`src/tgadec_pkg.sv`:
```
// Shared types and constants for the TGA RLE pixel decoder.
// No dependencies; tgadec_core and tga_rle_pixel_decoder import this package.
package tgadec_pkg;

    // Configuration register indexes.
    localparam logic [1:0] CFG_PIXEL_FORMAT = 2'd0;
    localparam logic [1:0] CFG_RLE_ENABLE   = 2'd1;
    localparam logic [1:0] CFG_PIXEL_TOTAL  = 2'd2;

    // Pixel format codes; the unused code decodes like BGRA.
    localparam logic [1:0] FMT_GRAY = 2'd0;
    localparam logic [1:0] FMT_BGR  = 2'd1;
    localparam logic [1:0] FMT_BGRA = 2'd2;

    // Packet header fields.
    localparam logic [7:0] HDR_COUNT_MASK = 8'h7F;
    localparam logic [7:0] HDR_RUN_BIT    = 8'h80;

    // Register values after reset.
    localparam logic [1:0]  RST_PIXEL_FORMAT = FMT_BGR;
    localparam logic        RST_RLE_ENABLE   = 1'b1;
    localparam logic [31:0] RST_PIXEL_TOTAL  = 32'd1;

    // Current configuration, as seen by the decoder core.
    typedef struct packed {
        logic [1:0]  pixel_format;
        logic        rle_enable;
        logic [31:0] pixel_total;
    } t_cfg;

    // One decoded pixel request.
    typedef struct packed {
        logic [7:0] red;
        logic [7:0] green;
        logic [7:0] blue;
        logic [7:0] alpha;
        logic [7:0] repeat_count;
        logic       image_done;
        logic       run_clipped;
    } t_pix;

endpackage

```
`src/tgadec_byte_if.sv`:
```
// Input channel of the decoder: one image data byte per request.
// Uses no package.
interface tgadec_byte_if;
    logic       valid;
    logic       ready;
    logic [7:0] data_byte;

    modport source (output valid, output data_byte, input ready);
    modport sink   (input valid, input data_byte, output ready);
endinterface

```
`src/tgadec_pix_if.sv`:
```
// Output channel of the decoder: one RGBA pixel with repeat count per request.
// Uses no package.
interface tgadec_pix_if;
    logic       valid;
    logic       ready;
    logic [7:0] red;
    logic [7:0] green;
    logic [7:0] blue;
    logic [7:0] alpha;
    logic [7:0] repeat_count;
    logic       image_done;
    logic       run_clipped;

    modport source (
        output valid, output red, output green, output blue, output alpha,
        output repeat_count, output image_done, output run_clipped,
        input ready
    );
    modport sink (
        input valid, input red, input green, input blue, input alpha,
        input repeat_count, input image_done, input run_clipped,
        output ready
    );
endinterface

```
`src/tgadec_core.sv`:
```
// Decoder core: packet and pixel state, updated once per data byte.
// Depends on tgadec_pkg.
module tgadec_core
    import tgadec_pkg::*;
(
    input  logic       i_clk,
    input  logic       i_rst_n,
    input  logic       i_en,
    input  logic [7:0] i_data_byte,
    input  t_cfg       i_cfg,
    output logic       o_emit,
    output t_pix       o_pix
);

    logic        r_expect_header, n_expect_header;
    logic        r_packet_is_run, n_packet_is_run;
    logic [7:0]  r_packet_left,   n_packet_left;
    logic [1:0]  r_byte_in_pixel, n_byte_in_pixel;
    logic [23:0] r_color_bytes,   n_color_bytes;
    logic [31:0] r_pixels_left,   n_pixels_left;

    logic [31:0] pl;
    logic        eh;
    logic [1:0]  bip;
    logic [2:0]  bytes_needed;
    logic [7:0]  run_count;
    logic [31:0] count_wide;
    logic [7:0]  left_dec;

    // Bytes per pixel for the current format.
    always_comb begin
        case (i_cfg.pixel_format)
            FMT_GRAY: bytes_needed = 3'd1;
            FMT_BGR:  bytes_needed = 3'd3;
            default:  bytes_needed = 3'd4;
        endcase
    end

    // Next state and pixel result for the byte at the input.
    always_comb begin
        pl  = r_pixels_left;
        eh  = r_expect_header;
        bip = r_byte_in_pixel;
        // A byte arriving with no image in progress starts a new one.
        if (r_pixels_left == 32'd0) begin
            pl  = (i_cfg.pixel_total == 32'd0) ? 32'd1 : i_cfg.pixel_total;
            eh  = 1'b1;
            bip = 2'd0;
        end

        n_pixels_left   = pl;
        n_expect_header = eh;
        n_byte_in_pixel = bip;
        n_packet_is_run = r_packet_is_run;
        n_packet_left   = r_packet_left;
        n_color_bytes   = r_color_bytes;
        run_count       = 8'd1;
        count_wide      = 32'd1;
        left_dec        = 8'd0;
        o_emit          = 1'b0;
        o_pix           = '0;

        if (i_cfg.rle_enable && eh) begin
            // Packet header byte.
            n_packet_is_run = (i_data_byte & HDR_RUN_BIT) != 8'd0;
            n_packet_left   = (i_data_byte & HDR_COUNT_MASK) + 8'd1;
            n_expect_header = 1'b0;
            n_byte_in_pixel = 2'd0;
        end else if (({1'b0, bip} + 3'd1) < bytes_needed) begin
            // Leading color byte of a pixel.
            case (bip)
                2'd0:    n_color_bytes[7:0]   = i_data_byte;
                2'd1:    n_color_bytes[15:8]  = i_data_byte;
                2'd2:    n_color_bytes[23:16] = i_data_byte;
                default: n_color_bytes        = r_color_bytes;
            endcase
            n_byte_in_pixel = bip + 2'd1;
        end else begin
            // Last byte of a pixel: swap to RGB(A) and emit.
            o_emit = 1'b1;
            case (bytes_needed)
                3'd1: begin
                    o_pix.red = i_data_byte;
                end
                3'd3: begin
                    o_pix.blue  = r_color_bytes[7:0];
                    o_pix.green = r_color_bytes[15:8];
                    o_pix.red   = i_data_byte;
                end
                default: begin
                    o_pix.blue  = r_color_bytes[7:0];
                    o_pix.green = r_color_bytes[15:8];
                    o_pix.red   = r_color_bytes[23:16];
                    o_pix.alpha = i_data_byte;
                end
            endcase
            n_byte_in_pixel = 2'd0;

            if (i_cfg.rle_enable && r_packet_is_run) begin
                // Run packet: one pixel covers the whole count, cut at the image end.
                run_count = (r_packet_left == 8'd0) ? 8'd1 : r_packet_left;
                if ({24'd0, run_count} > pl) begin
                    count_wide        = pl;
                    o_pix.run_clipped = 1'b1;
                end else begin
                    count_wide = {24'd0, run_count};
                end
                n_packet_left   = 8'd0;
                n_expect_header = 1'b1;
            end else begin
                count_wide = 32'd1;
                if (i_cfg.rle_enable) begin
                    // Raw packet: one pixel per request.
                    if (r_packet_left > 8'd1 && pl == 32'd1) begin
                        o_pix.run_clipped = 1'b1;
                    end
                    left_dec = (r_packet_left != 8'd0) ? r_packet_left - 8'd1 : 8'd0;
                    n_packet_left = left_dec;
                    if (left_dec == 8'd0) begin
                        n_expect_header = 1'b1;
                    end
                end
            end

            o_pix.repeat_count = count_wide[7:0];
            n_pixels_left      = pl - count_wide;
            o_pix.image_done   = (n_pixels_left == 32'd0);
            if (n_pixels_left == 32'd0) begin
                n_expect_header = 1'b1;
                n_packet_left   = 8'd0;
            end
        end
    end

    // State registers, advanced once per processed byte.
    always_ff @(posedge i_clk) begin
        if (!i_rst_n) begin
            r_expect_header <= 1'b1;
            r_packet_is_run <= 1'b0;
            r_packet_left   <= 8'd0;
            r_byte_in_pixel <= 2'd0;
            r_color_bytes   <= 24'd0;
            r_pixels_left   <= 32'd0;
        end else if (i_en) begin
            r_expect_header <= n_expect_header;
            r_packet_is_run <= n_packet_is_run;
            r_packet_left   <= n_packet_left;
            r_byte_in_pixel <= n_byte_in_pixel;
            r_color_bytes   <= n_color_bytes;
            r_pixels_left   <= n_pixels_left;
        end
    end

endmodule

```
`src/tga_rle_pixel_decoder.sv`:
```
// TGA RLE pixel decoder, top level: input register, decoder core, output register.
// A pixel reaches the output through the input register and then the output register.
// One byte per cycle while the output register can take a result.
// Output backpressure stalls the input register, which then holds the byte.
// Synchronous active-low reset clears the pipeline and the packet state and
// restores format BGR, RLE on, and an image size of one pixel.
module tga_rle_pixel_decoder
    import tgadec_pkg::*;
(
    input  logic          i_clk,
    input  logic          i_rst_n,
    tgadec_byte_if.sink   i_byte,
    tgadec_pix_if.source  o_pix,
    input  logic          i_cfg_we,
    input  logic [1:0]    i_cfg_idx,
    input  logic [31:0]   i_cfg_data
);

    t_cfg       r_cfg;
    logic       r_in_valid;
    logic [7:0] r_in_byte;
    logic       r_out_valid;
    t_pix       r_out;
    logic       out_free;
    logic       advance;
    logic       core_emit;
    t_pix       core_pix;

    // Configuration writes.
    always_ff @(posedge i_clk) begin
        if (!i_rst_n) begin
            r_cfg.pixel_format <= RST_PIXEL_FORMAT;
            r_cfg.rle_enable   <= RST_RLE_ENABLE;
            r_cfg.pixel_total  <= RST_PIXEL_TOTAL;
        end else if (i_cfg_we) begin
            case (i_cfg_idx)
                CFG_PIXEL_FORMAT: r_cfg.pixel_format <= i_cfg_data[1:0];
                CFG_RLE_ENABLE:   r_cfg.rle_enable   <= i_cfg_data[0];
                CFG_PIXEL_TOTAL:  r_cfg.pixel_total  <= i_cfg_data;
                default:          r_cfg              <= r_cfg;
            endcase
        end
    end

    // Handshake: the held byte advances when the output register can take a result.
    assign out_free     = !r_out_valid || o_pix.ready;
    assign advance      = r_in_valid && out_free;
    assign i_byte.ready = !r_in_valid || advance;

    // Input register.
    always_ff @(posedge i_clk) begin
        if (!i_rst_n) begin
            r_in_valid <= 1'b0;
        end else if (i_byte.ready) begin
            r_in_valid <= i_byte.valid;
        end
    end

    always_ff @(posedge i_clk) begin
        if (i_byte.ready && i_byte.valid) begin
            r_in_byte <= i_byte.data_byte;
        end
    end

    tgadec_core u_core (
        .i_clk       (i_clk),
        .i_rst_n     (i_rst_n),
        .i_en        (advance),
        .i_data_byte (r_in_byte),
        .i_cfg       (r_cfg),
        .o_emit      (core_emit),
        .o_pix       (core_pix)
    );

    // Output register.
    always_ff @(posedge i_clk) begin
        if (!i_rst_n) begin
            r_out_valid <= 1'b0;
        end else if (advance && core_emit) begin
            r_out_valid <= 1'b1;
        end else if (o_pix.ready) begin
            r_out_valid <= 1'b0;
        end
    end

    always_ff @(posedge i_clk) begin
        if (advance && core_emit) begin
            r_out <= core_pix;
        end
    end

    assign o_pix.valid        = r_out_valid;
    assign o_pix.red          = r_out.red;
    assign o_pix.green        = r_out.green;
    assign o_pix.blue         = r_out.blue;
    assign o_pix.alpha        = r_out.alpha;
    assign o_pix.repeat_count = r_out.repeat_count;
    assign o_pix.image_done   = r_out.image_done;
    assign o_pix.run_clipped  = r_out.run_clipped;

`ifndef SYNTH
    // A byte blocked by a full output register stays in the input register.
    a_hold_input: assert property (@(posedge i_clk) disable iff (!i_rst_n)
        (r_in_valid && !advance) |=> (r_in_valid && $stable(r_in_byte)))
        else $error("input byte lost while stalled");

    // Every pixel covers between one and one full packet of pixels.
    a_count_range: assert property (@(posedge i_clk) disable iff (!i_rst_n)
        o_pix.valid |-> (o_pix.repeat_count != 8'd0 && o_pix.repeat_count <= 8'd128))
        else $error("repeat count out of range");

    // A cut packet always ends the image.
    a_clip_done: assert property (@(posedge i_clk) disable iff (!i_rst_n)
        (o_pix.valid && o_pix.run_clipped) |-> o_pix.image_done)
        else $error("clipped packet without image end");
`endif

endmodule
```
`src/flat_wrapper.sv`:
```
// flat-port wrapper written by rule: the top's interface ports become plain ports
module tga_rle_pixel_decoder_flat import tgadec_pkg::*;
  (i_clk, i_rst_n, i_cfg_we, i_cfg_idx, i_cfg_data, i_byte_valid, i_byte_data_byte, i_byte_ready, o_pix_valid, o_pix_red, o_pix_green, o_pix_blue, o_pix_alpha, o_pix_repeat_count, o_pix_image_done, o_pix_run_clipped, o_pix_ready);
  tgadec_byte_if i_byte_i ();
  tgadec_pix_if o_pix_i ();
  input  logic i_clk;
  input  logic i_rst_n;
  input  logic i_cfg_we;
  input  logic [1:0] i_cfg_idx;
  input  logic [31:0] i_cfg_data;
  input wire logic [$bits(i_byte_i.valid)-1:0] i_byte_valid;
  input wire logic [$bits(i_byte_i.data_byte)-1:0] i_byte_data_byte;
  output wire logic [$bits(i_byte_i.ready)-1:0] i_byte_ready;
  output wire logic [$bits(o_pix_i.valid)-1:0] o_pix_valid;
  output wire logic [$bits(o_pix_i.red)-1:0] o_pix_red;
  output wire logic [$bits(o_pix_i.green)-1:0] o_pix_green;
  output wire logic [$bits(o_pix_i.blue)-1:0] o_pix_blue;
  output wire logic [$bits(o_pix_i.alpha)-1:0] o_pix_alpha;
  output wire logic [$bits(o_pix_i.repeat_count)-1:0] o_pix_repeat_count;
  output wire logic [$bits(o_pix_i.image_done)-1:0] o_pix_image_done;
  output wire logic [$bits(o_pix_i.run_clipped)-1:0] o_pix_run_clipped;
  input wire logic [$bits(o_pix_i.ready)-1:0] o_pix_ready;
  assign i_byte_i.valid = i_byte_valid;
  assign i_byte_i.data_byte = i_byte_data_byte;
  assign i_byte_ready = i_byte_i.ready;
  assign o_pix_valid = o_pix_i.valid;
  assign o_pix_red = o_pix_i.red;
  assign o_pix_green = o_pix_i.green;
  assign o_pix_blue = o_pix_i.blue;
  assign o_pix_alpha = o_pix_i.alpha;
  assign o_pix_repeat_count = o_pix_i.repeat_count;
  assign o_pix_image_done = o_pix_i.image_done;
  assign o_pix_run_clipped = o_pix_i.run_clipped;
  assign o_pix_i.ready = o_pix_ready;
  tga_rle_pixel_decoder u_core (.i_clk(i_clk), .i_rst_n(i_rst_n), .i_byte(i_byte_i), .o_pix(o_pix_i), .i_cfg_we(i_cfg_we), .i_cfg_idx(i_cfg_idx), .i_cfg_data(i_cfg_data));
endmodule
```
`config.mk`:
```
export PLATFORM = sky130hd
export DESIGN_NAME = tga_rle_pixel_decoder_flat
export DESIGN_NICKNAME = d
export VERILOG_FILES = /design/src/tgadec_pkg.sv /design/src/tgadec_byte_if.sv /design/src/tgadec_pix_if.sv /design/src/tgadec_core.sv /design/src/tga_rle_pixel_decoder.sv /design/src/flat_wrapper.sv
export SDC_FILE = /design/constraint.sdc
export NUM_CORES = 1
export LEC_CHECK = 0
export BUFFER_PORTS_ARGS = -buffer_cell sky130_fd_sc_hd__buf_2
export CELL_PAD_IN_SITES_DETAIL_PLACEMENT = 0
export CELL_PAD_IN_SITES_GLOBAL_PLACEMENT = 2
export CORE_AREA = 3 3 161 163
export CTS_CLUSTER_DIAMETER = 30
export CTS_CLUSTER_SIZE = 25
export DETAILED_ROUTE_END_ITERATION = 6
export DIE_AREA = 0 0 164 166
export GPL_ROUTABILITY_DRIVEN = 1
export HOLD_SLACK_MARGIN = 0.06
export PLACE_DENSITY_LB_ADDON = 0.1
export SLEW_MARGIN = 40
export SYNTH_ARGS = -nofsm -noshare
export SYNTH_HDL_FRONTEND = slang
export SYNTH_HIERARCHICAL = 1
export SYNTH_SLANG_ARGS = --single-unit
```
`constraint.sdc`:
```
create_clock -name i_clk -period 15 [get_ports i_clk]
set_clock_uncertainty 0.15 [all_clocks]
set_input_delay 3 -clock i_clk [delete_from_list [all_inputs] [get_ports i_clk]]
set_output_delay 3 -clock i_clk [all_outputs]
set_load 0.005 [all_outputs]
```
Yosys cells after proc, flatten, opt, wreduce, memory -nomap -nowiden
Index checks and enable logic that the tools add are counted.
{"block": "classes", "n_bitwise": 1, "eq_ne": 9, "n_lt_le_gt_ge": 3, "n_mux": 35, "addsub": 5, "reduce_logical": 33}
{"cell": "two-way mux 32 bit", "n": 8}
{"cell": "logical NOT 32 bit", "n": 3}
{"cell": "two-way mux 8 bit", "n": 8}
{"cell": "equality test 32 x 1 -> 1 bit, second input constant", "n": 1}
{"cell": "greater-than comparator 8 x 32 -> 1 bit", "n": 1}
{"cell": "subtractor 32 bit", "n": 1}
{"cell": "logical NOT 8 bit", "n": 2}
{"cell": "two-way mux 1 bit", "n": 15}
{"cell": "AND reduction 4 bit", "n": 3}
{"cell": "adder 7 x 1 -> 8 bit, second input constant", "n": 1}
{"cell": "greater-than comparator 8 x 1 -> 1 bit, second input constant", "n": 1}
{"cell": "AND reduction 2 bit", "n": 4}
{"cell": "nonzero test 8 bit", "n": 1}
{"cell": "subtractor 8 x 1 -> 8 bit, second input constant", "n": 1}
{"cell": "equality test 2 x 1 -> 1 bit, second input constant", "n": 3}
{"cell": "logical AND 1 bit", "n": 6}
{"cell": "logical NOT 2 bit", "n": 3}
{"cell": "two-way mux 2 bit", "n": 3}
{"cell": "case mux 3 bit (2 select lines)", "n": 1}
{"cell": "equality test 2 bit, second input constant", "n": 2}
{"cell": "nonzero test 4 bit", "n": 1}
{"cell": "OR reduction 2 bit", "n": 2}
{"cell": "OR reduction 4 bit", "n": 1}
{"cell": "adder 2 x 1 -> 3 bit, second input constant", "n": 1}
{"cell": "11 further kinds", "n": 13}
{"block": "word_totals", "in_bits": 47, "ff_bits": 155, "word_cells": 107, "out_inout_bits": 44}

Logic depth before layout (Yosys ltp)
Gate-level depths: netlist of run 1.
{"block": "depth", "word_depth": 13, "depth_mapped": 33, "mapped_depth_nobuf": 28}

Modules after synthesis
The synthesis of run 1 kept the hierarchy.
{"mod": "tgadec_core", "area_each_um2": 6762.7, "seq_area_each_um2": 1361.3, "n_inst": 1, "cells_per_inst": 932}
{"mod": "tga_rle_pixel_decoder", "area_each_um2": 3016.6, "seq_area_each_um2": 2242.2, "n_inst": 1, "cells_per_inst": 213}

Worst setup path after synthesis of run 1
No wires, ideal clock.
{"block": "synth_path", "kind": "register to register", "from": "register u_core.u_core.r_pixels_left[10]", "to": "register u_core.u_core.r_packet_left[2]", "synth_period_minus_slack_ps": 6591, "setup_time_ps": 138, "t_arrival_ps": 6303, "required_time_ps": 14712, "path_slack_ps": 8409, "path_buffers": 4, "stages_incl_launch_ff": 32, "cell_sequence": "dfxtp_1 nor4_1 nand2_1 nor4_1 and2_0 buf_2 buf_6 a21o_1 inv_1 ha_1 a21oi_1 nor2b_1 o21ai_0 nand2b_1 a211oi_1 o21ai_0 nor4b_4 mux2_2 nand2b_1 ha_1 nor2b_1 o31ai_2 a2111oi_2 or3_1 a2111oi_0 nand4_1 nor4_1 and4_1 buf_2 or2_2 clkbuf_1 a311oi_1"}
{"block": "synth_via", "elab_chain_len": 12, "word_cells_on_any_way": 20, "cone_classes": "2 x add/sub; 2 x order compare; 1 x eq/ne; 10 x mux; 5 x reduce/logical"}
{"element": "start: declaration", "line_no": "tgadec_core.sv:20", "text": "logic [31:0] r_pixels_left, n_pixels_left;"}
{"element": "start signal: assignment", "line_no": "tgadec_core.sv:150", "text": "r_pixels_left <= n_pixels_left;"}
{"element": "logical NOT 32 bit", "line_no": "tgadec_core.sv:45", "text": "if (r_pixels_left == 32'd0) begin"}
{"element": "two-way mux 32 bit", "line_no": "tgadec_core.sv:45"}
{"element": "greater-than comparator 8 x 32 -> 1 bit", "line_no": "tgadec_core.sv:102", "text": "if ({24'd0, run_count} > pl) begin"}
{"element": "two-way mux 32 bit", "line_no": "tgadec_core.sv:102"}
{"element": "two-way mux 32 bit", "line_no": "tgadec_core.sv:99", "text": "if (i_cfg.rle_enable && r_packet_is_run) begin"}
{"element": "two-way mux 32 bit", "line_no": "tgadec_core.sv:69", "text": "end else if (({1'b0, bip} + 3'd1) < bytes_needed) begin"}
{"element": "two-way mux 32 bit", "line_no": "tgadec_core.sv:63", "text": "if (i_cfg.rle_enable && eh) begin"}
{"element": "subtractor 32 bit", "line_no": "tgadec_core.sv:126", "text": "n_pixels_left = pl - count_wide;"}
{"element": "logical NOT 32 bit", "line_no": "tgadec_core.sv:128", "text": "if (n_pixels_left == 32'd0) begin"}
{"element": "two-way mux 8 bit", "line_no": "tgadec_core.sv:128"}
{"element": "two-way mux 8 bit", "line_no": "tgadec_core.sv:69"}
{"element": "two-way mux 8 bit", "line_no": "tgadec_core.sv:63"}
{"element": "end signal: assignment", "line_no": "tgadec_core.sv:147", "text": "r_packet_left <= n_packet_left;"}
{"element": "end: declaration", "line_no": "tgadec_core.sv:17", "text": "logic [7:0] r_packet_left, n_packet_left;"}
Several ways; a longest one is shown, not always the timed one. The select of a mux whose other input is x is not followed.
A chain may end at the register's enable or synchronous reset.

Final worst setup path of run 1
{"block": "layout_path", "from": "register u_core.u_core.r_pixels_left[10]", "to": "register u_core.u_core.r_expect_header"}
{"block": "layout_via", "elab_chain_len": 12, "word_cells_on_any_way": 20, "cone_classes": "2 x add/sub; 2 x order compare; 13 x mux; 3 x reduce/logical"}
{"element": "logical NOT 32 bit", "line_no": "tgadec_core.sv:45"}
{"element": "two-way mux 32 bit", "line_no": "tgadec_core.sv:45"}
{"element": "greater-than comparator 8 x 32 -> 1 bit", "line_no": "tgadec_core.sv:102"}
{"element": "two-way mux 32 bit", "line_no": "tgadec_core.sv:102"}
{"element": "two-way mux 32 bit", "line_no": "tgadec_core.sv:99"}
{"element": "two-way mux 32 bit", "line_no": "tgadec_core.sv:69"}
{"element": "two-way mux 32 bit", "line_no": "tgadec_core.sv:63"}
{"element": "subtractor 32 bit", "line_no": "tgadec_core.sv:126"}
{"element": "logical NOT 32 bit", "line_no": "tgadec_core.sv:128"}
{"element": "two-way mux 1 bit", "line_no": "tgadec_core.sv:128"}
{"element": "two-way mux 1 bit", "line_no": "tgadec_core.sv:69"}
{"element": "two-way mux 1 bit *", "line_no": "tgadec_core.sv:63"}
{"element": "end signal: assignment", "line_no": "tgadec_core.sv:145", "text": "r_expect_header <= n_expect_header;"}
{"element": "end: declaration", "line_no": "tgadec_core.sv:15", "text": "logic r_expect_header, n_expect_header;"}
Every way passes the cells marked *; elsewhere a longest branch is shown, timed or not. The select of a mux whose other input is x is not followed.

==> results.sh, run 1 <==
export IMPL_hold_path_class="flip-flop to flip-flop"
export IMPL_setup_viol=0
export IMPL_hpwl_um=22800
export IMPL_cp_start_kind="flip-flop"
export IMPL_cts_resized_gates=0
export IMPL_synthFlopType="dfxtp_1"
export IMPL_grt_overflow_total=0
export IMPL_slowest_stage="and2_1"
export IMPL_ant_nets=0
export IMPL_io_pins=91
export IMPL_leakage_nw=4.53
export IMPL_routed_wirelength_um=30000
export IMPL_areaGrowthSynthToFinish_pct=13.4
export IMPL_comb_power_share_pct=20.7
export IMPL_cts_made_buffers=17
export IMPL_rsz0062_at_grt="no"
export IMPL_ys_warn_count=6
export IMPL_cts_clk_slew_worst_paths_ns=0.08
export IMPL_dieWidth_um=164
export IMPL_outcome="completed"
export IMPL_die_y_um=166
export IMPL_switching_share_pct=32.1
export IMPL_internal_power_uw=776
export IMPL_worstPathRequired_ns=15.19
export IMPL_pwr_share_clk_pct=38.9
export IMPL_yosysUniqueCellTypes=77
export IMPL_drv_slew=0
export IMPL_track_usage_pct=21.7
export IMPL_final_common_cell="nand2_1"
export IMPL_cts_setup_buffers=0
export IMPL_drc=0
export IMPL_whs_ns=0.327
export IMPL_critical_path_max_stage_delay_ns=0.60
export IMPL_dr_pass1_iters=5
export IMPL_avgViaCountPerCell=5.55
export IMPL_clkLatencyLatePin_ns=0.43
export IMPL_globalplace_congestion=0.850
export IMPL_period_needed_ns=8.22
export IMPL_cp_end_kind="flip-flop"
export IMPL_critPathArrivalTime_ns=8.41
export IMPL_cts_root_buffer="clkbuf_16"
export IMPL_io_buffer_count=90
export IMPL_via_count=8594
export IMPL_synth_edf_count=50
export IMPL_synth_avg_cell_area_um2=8.54
export IMPL_first_global_vias=8346
export IMPL_cellPowerDensity_nw_per_um2=103
export IMPL_ys_async_sr_fraction_pct=0
export IMPL_syn_cell_area_um2=9780
export IMPL_ir_worst_vdd_mv=0.0637
export IMPL_grt_pass1_wl_um=46700
export IMPL_crit_type="flip-flop to flip-flop"
export IMPL_p_seq_share_pct=40.4
export IMPL_num_antenna_cells=0
export IMPL_ys_seq_elements=155
export IMPL_power_switching_uw=367
export IMPL_syn_inst=1145
export IMPL_nets=1306
export IMPL_finish_utilization_pct=45.3
export IMPL_fmax_mhz=122
export IMPL_crit_fanout=23
export IMPL_drive_gt1_share_pct=14.3
export IMPL_fp_coreArea_um2=24500
export IMPL_cap_violations=0
export IMPL_antenna_found_initial=0
export IMPL_finalCritPeriodShare_pct=54.8
export IMPL_ys_seq_area_share_pct=36.8
export IMPL_finalHoldViolations=0
export IMPL_cts_sinks=155
export IMPL_cts_buffer_depth=2
export IMPL_initial_core_util_pct=40.0
export IMPL_relSlewSlack_pct=47.0
export IMPL_htree_num_levels=4
export IMPL_hold_buffers=0
export IMPL_die_area_um2=27200
export IMPL_cts_tree="built"
export IMPL_row_count=57
export IMPL_tightestPinTransition_ns=0.787
export IMPL_drt_iter0_markers=532
export IMPL_wire_per_inst_um=19.4
export IMPL_layout_common_cells="nand2_1 (164), nor2_1 (106), dfxtp_1 (104)"
export IMPL_tns_ns=0
export IMPL_grt_start_max_net_pins=87
## power groups by stage
stage / Clock (mW) / Combinational (mW) / Sequential, mW
after CTS: 0.454 / 0.236 / 0.462
after detailed placement: 0 / 0.235 / 0.471
final: 0.444 / 0.236 / 0.462
after global routing: 0.473 / 0.261 / 0.463
after global placement: 0 / 0.236 / 0.472
after floorplan: 0 / 0.175 / 0.462
## layout make-up
class | count | area [µm²]
inverter | 25 | 93.8
tap | 324 | 405
multi-input combinational | 914 | 5870
clock inverter | 14 | 168
sequential | 155 | 3600
fill | 2471 | 13400
timing repair buffer | 98 | 514
clock buffer | 18 | 439
## worst max-delay path, delay by kind of cell (launching register included)
family          cells  cell delay (ns)
fa+ha+maj           2             0.59
simple gates       13             3.84
mux                 1             0.42
compound gates     10             2.39
flops               1             0.34
buf+inv             2             0.39
## metrics by stage
step / setup slack (ns) / instance area [µm²] / power (mW) / cells
2_1_floorplan: 8.41 / 9860 / 0.637 / 1167
3_5_place_dp: 6.81 / 10500 / 0.706 / 1516
6_report: 6.78 / 11100 / 1.14 / 1548
5_1_grt: 6.08 / 11100 / 1.20 / 1548
3_3_place_gp: 6.73 / 10500 / 0.708 / 1516
4_1_cts: 6.78 / 11100 / 1.15 / 1548
## cell families after synthesis
group,count (synthesis),synth area share (%)
buffers and inverters,98,4.32
and+or+nand+nor,468,23.2
AOI/OAI and AO/OA,264,18.2
xor gates and xnor gates,28,2.51
muxes,82,8.52
adders and majority gates,49,6.32
DFF,155,36.8
other,1,0.0383
## final timing paths
check                           slack [ns]                                          from  depth (start not counted)                                      endpoint
worst min-delay path                  0.33  u_core/u_core/r_pixels_left[24]$_SDFFE_PN0P_                          2  u_core/u_core/r_pixels_left[24]$_SDFFE_PN0P_
worst max register to register        6.78  u_core/u_core/r_pixels_left[10]$_SDFFE_PN0P_                         28    u_core/u_core/r_expect_header$_SDFFE_PN1P_
worst max-delay path                  6.78  u_core/u_core/r_pixels_left[10]$_SDFFE_PN0P_                         28    u_core/u_core/r_expect_header$_SDFFE_PN1P_
worst min register to register        0.33  u_core/u_core/r_pixels_left[24]$_SDFFE_PN0P_                          2  u_core/u_core/r_pixels_left[24]$_SDFFE_PN0P_
## cells in the mapped netlist, drive strengths merged (4+ instances only)
cell / instances / area share (%)
o21ai: 50 / 2.6
o21a: 9 / 0.69
nor4: 30 / 1.9
inv: 25 / 0.96
or4: 5 / 0.38
a31oi: 15 / 0.96
nor3b: 5 / 0.38
a311oi: 16 / 1.4
xor2: 17 / 1.5
and2: 26 / 1.7
nand3b: 4 / 0.31
a21oi: 64 / 3.3
clkbuf: 56 / 2.2
nand4: 13 / 0.83
nand2: 164 / 6.3
edfxtp: 50 / 15
nand3: 20 / 1.0
o211a: 4 / 0.41
and3: 16 / 1.0
nand2b: 9 / 0.58
nor2: 107 / 4.1
o211ai: 8 / 0.61
or3: 9 / 0.58
nor2b: 15 / 0.96
mux2: 10 / 1.2
nor3: 22 / 1.1
a21o: 27 / 2.1
a31o: 16 / 1.4
mux2i: 72 / 7.4
a21boi: 5 / 0.38
dfxtp: 105 / 21
o31ai: 9 / 0.79
a211oi: 13 / 1.0
or2: 5 / 0.32
and2b: 5 / 0.38
ha: 47 / 6.0
xnor2: 11 / 0.99
buf: 17 / 1.2
## routing by layer
layer	GRT usage [%]	up-vias	share of wire (%)
li1	-	4274	-
met1	26.6	4129	43
met3	1.97	27	2.4
met5	0	-	0
met2	40.4	164	53
met4	5.33	0	1.6
## registers in the layout, summed over array words and instances (netlist names), 2 cells and up
name / count
u_core/o_pix.repeat_count: 8
u_core/r_in_byte: 8
u_core/u_core/r_packet_left: 8
u_core/o_pix.red: 8
u_core/u_core/r_color_bytes: 24
u_core/o_pix.blue: 8
u_core/o_pix.green: 8
u_core/u_core/r_pixels_left: 32
u_core/r_cfg: 35
u_core/u_core/r_byte_in_pixel: 2
u_core/o_pix.alpha: 8
No activity file was read; power rests on OpenSTA's default activity.
==> run 2: changes to the inputs <==
--- a/config.mk
+++ b/config.mk
@@ -8,11 +8,11 @@
 export BUFFER_PORTS_ARGS = -buffer_cell sky130_fd_sc_hd__buf_2
 export CELL_PAD_IN_SITES_DETAIL_PLACEMENT = 0
 export CELL_PAD_IN_SITES_GLOBAL_PLACEMENT = 2
-export CORE_AREA = 3 3 161 163
+export CORE_AREA = 3 3 167 169
 export CTS_CLUSTER_DIAMETER = 30
 export CTS_CLUSTER_SIZE = 25
 export DETAILED_ROUTE_END_ITERATION = 6
-export DIE_AREA = 0 0 164 166
+export DIE_AREA = 0 0 170 172
 export GPL_ROUTABILITY_DRIVEN = 1
 export HOLD_SLACK_MARGIN = 0.06
 export PLACE_DENSITY_LB_ADDON = 0.1
==> constraint.sdc (replaced) <==
create_clock -name i_clk -period 8.6 [get_ports i_clk]
set_clock_uncertainty 0.15 [all_clocks]
set_input_delay 1.72 -clock i_clk [delete_from_list [all_inputs] [get_ports i_clk]]
set_output_delay 1.72 -clock i_clk [all_outputs]
set_load 0.005 [all_outputs]
==> results.sh, run 2 (same netlist as run 1, synthesis figures left out) <==
export IMPL_regArea_um2=3600
export IMPL_nFillCells=2745
export IMPL_grt_overflow_total=0
export IMPL_period_needed_ns=7.61
export IMPL_cts_sinks=155
export IMPL_cts_buffer_depth=2
export IMPL_crit_fanout=16
export IMPL_avgViaCountPerCell=5.43
export IMPL_setup_viol=0
export IMPL_outcome="completed"
export IMPL_cts_resized_gates=0
export IMPL_slowest_stage="a2111oi_2"
export IMPL_via_count=8602
export IMPL_layout_common_cells="nand2_1 (164), nor2_1 (106), dfxtp_1 (104)"
export IMPL_critical_path_max_stage_delay_ns=0.66
export IMPL_dieWidth_um=170
export IMPL_hold_buffers=0
export IMPL_critPathArrivalTime_ns=7.78
export IMPL_final_area_um2=11200
export IMPL_grt_pass1_wl_um=48700
export IMPL_hold_path_class="flip-flop to flip-flop"
export IMPL_finalHoldViolations=0
export IMPL_hpwl_um=24000
export IMPL_cts_made_buffers=17
export IMPL_grt_start_max_net_pins=87
export IMPL_cts_tree="built"
export IMPL_cp_start_kind="flip-flop"
export IMPL_globalplace_congestion=0.846
export IMPL_htree_num_levels=4
export IMPL_pre_cts_ws_ns=1.11
export IMPL_dr_pass1_iters=5
export IMPL_final_common_cell="nand2_1"
export IMPL_drc=0
export IMPL_die_area_um2=29200
export IMPL_fp_coreArea_um2=26700
export IMPL_ant_nets=0
export IMPL_leakage_nw=4.60
export IMPL_first_global_vias=8570
export IMPL_largestRegisters="u_core/r_cfg: 35 flops, u_core/u_core/r_pixels_left: 32 flops, u_core/u_core/r_color_bytes: 24 flops"
export IMPL_track_usage_pct=21.5
export IMPL_cp_end_kind="flip-flop"
export IMPL_initial_core_util_pct=36.6
export IMPL_cellPowerDensity_nw_per_um2=177
export IMPL_placed_cell_area_um2=10600
export IMPL_finalCritPeriodShare_pct=88.4
export IMPL_tns_ns=0
export IMPL_ir_worst_vdd_mv=0.148
export IMPL_relSlewSlack_pct=49.9
export IMPL_areaGrowthSynthToFinish_pct=14.8
export IMPL_worstPathRequired_ns=8.77
export IMPL_wire_per_inst_um=19.9
export IMPL_top_register="u_core/r_cfg"
export IMPL_drive_gt1_share_pct=15.4
export IMPL_rsz0062_at_grt="no"
export IMPL_setup_ws_ns=0.995
export IMPL_routed_wirelength_um=31500
export IMPL_drv_slew=0
export IMPL_fmax_mhz=131
export IMPL_power_total_mw=1.99
export IMPL_nets=1324
export IMPL_io_buffer_count=90
export IMPL_tightestPinTransition_ns=0.744
export IMPL_die_y_um=172
export IMPL_crit_type="flip-flop to flip-flop"
export IMPL_cts_root_buffer="clkbuf_16"
export IMPL_multiInputGateArea_um2=5870
export IMPL_row_count=60
export IMPL_antenna_found_initial=0
export IMPL_drt_iter0_markers=584
export IMPL_io_pins=91
export IMPL_cap_violations=0
export IMPL_cts_clk_slew_worst_paths_ns=0.07
export IMPL_cts_setup_buffers=0
export IMPL_whs_ns=0.334
export IMPL_largest_reg_flops=35
export IMPL_clkLatencyLatePin_ns=0.42
export IMPL_num_antenna_cells=0
==> run 2: cell count changes in the layout (fill, tap and decap cells not counted), moves of 2 or more <==
cell and change:
inv_8 -3, clkinvlp_4 -2, clkinv_4 +2, inv_6 +3, buf_4 +18
==> run 2: final timing paths <==
| path | start | to | slack [ns] | depth (start not counted) |
|---|---|---|---|---|
| hold reg to reg | u_core/r_cfg[27]$_SDFFE_PN0P_ | u_core/r_cfg[27]$_SDFFE_PN0P_ | 0.33 | 2 |
| hold / removal | u_core/r_cfg[27]$_SDFFE_PN0P_ | u_core/r_cfg[27]$_SDFFE_PN0P_ | 0.33 | 2 |
| setup / recovery | u_core/u_core/r_pixels_left[10]$_SDFFE_PN0P_ | u_core/u_core/r_packet_left[2]$_SDFFE_PN0P_ | 0.99 | 30 |
| setup reg to reg | u_core/u_core/r_pixels_left[10]$_SDFFE_PN0P_ | u_core/u_core/r_packet_left[2]$_SDFFE_PN0P_ | 0.99 | 30 |
==> run 2: final cells by class <==
cell class                      instances  share of cell area (%)
Sequential cell                       155                    32.1
Clock inverter                         14                    1.34
Tap cell                              341                    3.80
Clock buffer                           18                    3.82
Inverter                               25                   0.858
Timing Repair Buffer                  116                    5.79
Multi-Input combinational cell        914                    52.3
==> run 2: metal layers <==
layer	GRT usage, %	share of wire [%]	vias to the layer above	routed length (µm)
li1	-	-	4315	-
met4	6.56	2.3	0	730
met1	25.4	43	4067	13500
met3	2.79	2.6	38	807
met2	40.5	52	182	16500
met5	0	0	-	0
==> run 2: through the flow <==
step,utilization [%],instances
after global placement,39.8,1551
after CTS,42.0,1583
final,42.0,1583
after global routing,42.0,1583
after detailed placement,39.8,1551
after floorplan,-,1167
==> run 2: worst max-delay path, delay by kind of cell (launching register included) <==
kind	cells	cell delay, ns
buffers and inverters	4	0.68
multiplexers	1	0.42
flip-flops	1	0.33
AO/OA/AOI/OAI	10	2.33
adder cells (fa/ha/maj)	2	0.58
AND/OR/NAND/NOR	13	3.00
==> run 2: power breakdown <==
group          total (mW)  switching (mW)  internal (mW)
registers           0.806          0.0314          0.775
clock network       0.759           0.347          0.411
logic               0.424           0.262          0.162
total                1.99           0.641           1.35
==> run 3: changes to the inputs <==
--- a/config.mk
+++ b/config.mk
@@ -14,8 +14,10 @@
 export DETAILED_ROUTE_END_ITERATION = 6
 export DIE_AREA = 0 0 170 172
 export GPL_ROUTABILITY_DRIVEN = 1
+export GPL_TIMING_DRIVEN = 0
 export HOLD_SLACK_MARGIN = 0.06
 export PLACE_DENSITY_LB_ADDON = 0.1
+export REMOVE_ABC_BUFFERS = 1
 export SLEW_MARGIN = 40
 export SYNTH_ARGS = -nofsm -noshare
 export SYNTH_HDL_FRONTEND = slang
==> results.sh, run 3 (same netlist as run 1, synthesis figures left out) <==
export IMPL_outcome="completed"
export IMPL_cellPowerDensity_nw_per_um2=175
export IMPL_final_common_cell="nand2_1"
export IMPL_drv_slew=0
export IMPL_final_area_um2=11400
export IMPL_rsz0062_at_grt="no"
export IMPL_finalHoldViolations=0
export IMPL_internal_power_mw=1.33
export IMPL_multiInputGateArea_um2=5920
export IMPL_relSlewSlack_pct=44.2
export IMPL_initial_core_util_pct=36.6
export IMPL_cts_clk_slew_worst_paths_ns=0.07
export IMPL_track_usage_pct=20.4
export IMPL_placed_cell_area_um2=10700
export IMPL_cts_made_buffers=17
export IMPL_hpwl_um=22800
export IMPL_cts_tree="built"
export IMPL_crit_fanout=16
export IMPL_pwr_share_clk_pct=38.2
export IMPL_power_switching_uw=658
export IMPL_clkLatencyLatePin_ns=0.43
export IMPL_antenna_found_initial=0
export IMPL_cp_start_kind="flip-flop"
export IMPL_io_buffer_count=90
export IMPL_routed_wirelength_um=29900
export IMPL_avgViaCountPerCell=5.49
export IMPL_setup_ws_ns=0.669
export IMPL_cts_buffer_depth=2
export IMPL_layout_common_cells="nand2_1 (164), nor2_1 (106), dfxtp_1 (105)"
export IMPL_power_total_mw=1.99
export IMPL_drt_iter0_markers=520
export IMPL_areaGrowthSynthToFinish_pct=16.3
export IMPL_ir_worst_vdd_mv=0.116
export IMPL_comb_power_share_pct=21.4
export IMPL_switching_share_pct=33.1
export IMPL_pre_cts_ws_ns=-0.272
export IMPL_p_seq_share_pct=40.4
export IMPL_dr_pass1_iters=5
export IMPL_die_y_um=172
export IMPL_cts_root_buffer="clkbuf_16"
export IMPL_grt_pass1_wl_um=46800
export IMPL_globalplace_congestion=0.802
export IMPL_slowest_stage="or4b_1"
export IMPL_largestRegisters="u_core/r_cfg: 35 flops, u_core/u_core/r_pixels_left: 32 flops, u_core/u_core/r_color_bytes: 24 flops"
export IMPL_fp_coreArea_um2=26700
export IMPL_io_pins=91
export IMPL_tightestPinTransition_ns=0.835
export IMPL_cp_end_kind="flip-flop"
export IMPL_finalCritPeriodShare_pct=92.2
export IMPL_dieWidth_um=170
export IMPL_largest_reg_flops=35
export IMPL_grt_start_max_net_pins=68
export IMPL_ant_nets=0
export IMPL_crit_type="flip-flop to flip-flop"
export IMPL_num_antenna_cells=0
export IMPL_die_area_um2=29200
export IMPL_htree_num_levels=4
export IMPL_fmax_mhz=126
export IMPL_via_count=8639
export IMPL_setup_viol=0
export IMPL_wire_per_inst_um=19.0
export IMPL_drc=0
export IMPL_leakage_nw=4.64
export IMPL_cap_violations=0
export IMPL_period_needed_ns=7.93
export IMPL_whs_ns=0.324
export IMPL_crit_path_frequent_cell="o21ai_0"
export IMPL_critPathArrivalTime_ns=8.07
export IMPL_grt_overflow_total=0
export IMPL_hold_path_class="flip-flop to flip-flop"
export IMPL_r2r_setup_slack_ns=0.67
export IMPL_cts_sinks=155
export IMPL_critical_path_max_stage_delay_ns=0.61
export IMPL_hold_buffers=0
export IMPL_row_count=60
export IMPL_worstPathRequired_ns=8.74
export IMPL_nets=1316
export IMPL_drive_gt1_share_pct=15.4
export IMPL_regArea_um2=3600
export IMPL_top_register="u_core/r_cfg"
export IMPL_first_global_vias=8269
export IMPL_nFillCells=2805
-- run 3: cell type report --
class | count | share of cell area [%]
Multi-Input combinational cell | 914 | 52.0
Tap cell | 341 | 3.75
Inverter | 25 | 0.869
Timing Repair Buffer | 108 | 6.23
Clock inverter | 15 | 1.68
Clock buffer | 17 | 3.74
Sequential cell | 155 | 31.7
-- run 3: worst max-delay path: cells and delay by family, from the launching register on --
family / cells / cell delay [ns]
simple gates: 13 / 3.05
xor+xnor: 1 / 0.25
compound gates: 9 / 2.12
mux: 1 / 0.25
buf+inv: 4 / 0.70
flops: 1 / 0.33
fa+ha+maj: 3 / 0.94
-- run 3: timing repair --
| action | in CTS | in global routing |
|---|---|---|
| pin swaps | 1 | 0 |
| endpoints found under the setup margin | 10 | 10 |
| buffers inserted | 3 | 2 |
| gates resized for setup | 2 | 7 |
-- run 3: per-layer routing --
| metal | global-route usage [%] | part of all wire [%] | up-vias |
|---|---|---|---|
| met4 | 5.15 | 1.6 | 0 |
| met2 | 34.2 | 47 | 172 |
| met1 | 28.0 | 48 | 4116 |
| li1 | - | - | 4323 |
| met3 | 2.63 | 3.1 | 28 |
| met5 | 0 | 0 | - |
-- run 3: path summary, 6_finish.rpt --
| path | start | to | depth (start not counted) |
|---|---|---|---|
| max | u_core/u_core/r_pixels_left[16]$_SDFFE_PN0P_ | u_core/o_pix.image_done$_DFFE_PP_ | 31 |
| min | u_core/u_core/r_pixels_left[24]$_SDFFE_PN0P_ | u_core/u_core/r_pixels_left[24]$_SDFFE_PN0P_ | 2 |
| max reg2reg | u_core/u_core/r_pixels_left[16]$_SDFFE_PN0P_ | u_core/o_pix.image_done$_DFFE_PP_ | 31 |
| min reg2reg | u_core/u_core/r_pixels_left[24]$_SDFFE_PN0P_ | u_core/u_core/r_pixels_left[24]$_SDFFE_PN0P_ | 2 |
-- run 3: stage by stage --
| stage | setup TNS (ns) | cells | utilization (%) |
|---|---|---|---|
| floorplan | 0 | 1094 | - |
| global placement | -619.35 | 1525 | 39.0 |
| detailed placement | -1.90 | 1538 | 40.0 |
| CTS | 0 | 1573 | 42.4 |
| global route | 0 | 1575 | 42.6 |
| finish | 0 | 1575 | 42.6 |
-- run 3: power groups by stage --
stage	combinational (mW)	sequential [mW]	clock [mW]
CTS	0.420	0.803	0.779
floorplan	0.290	0.809	0
detailed placement	0.418	0.820	0
global route	0.474	0.807	0.808
finish	0.426	0.804	0.760
global placement	0.410	0.821	0
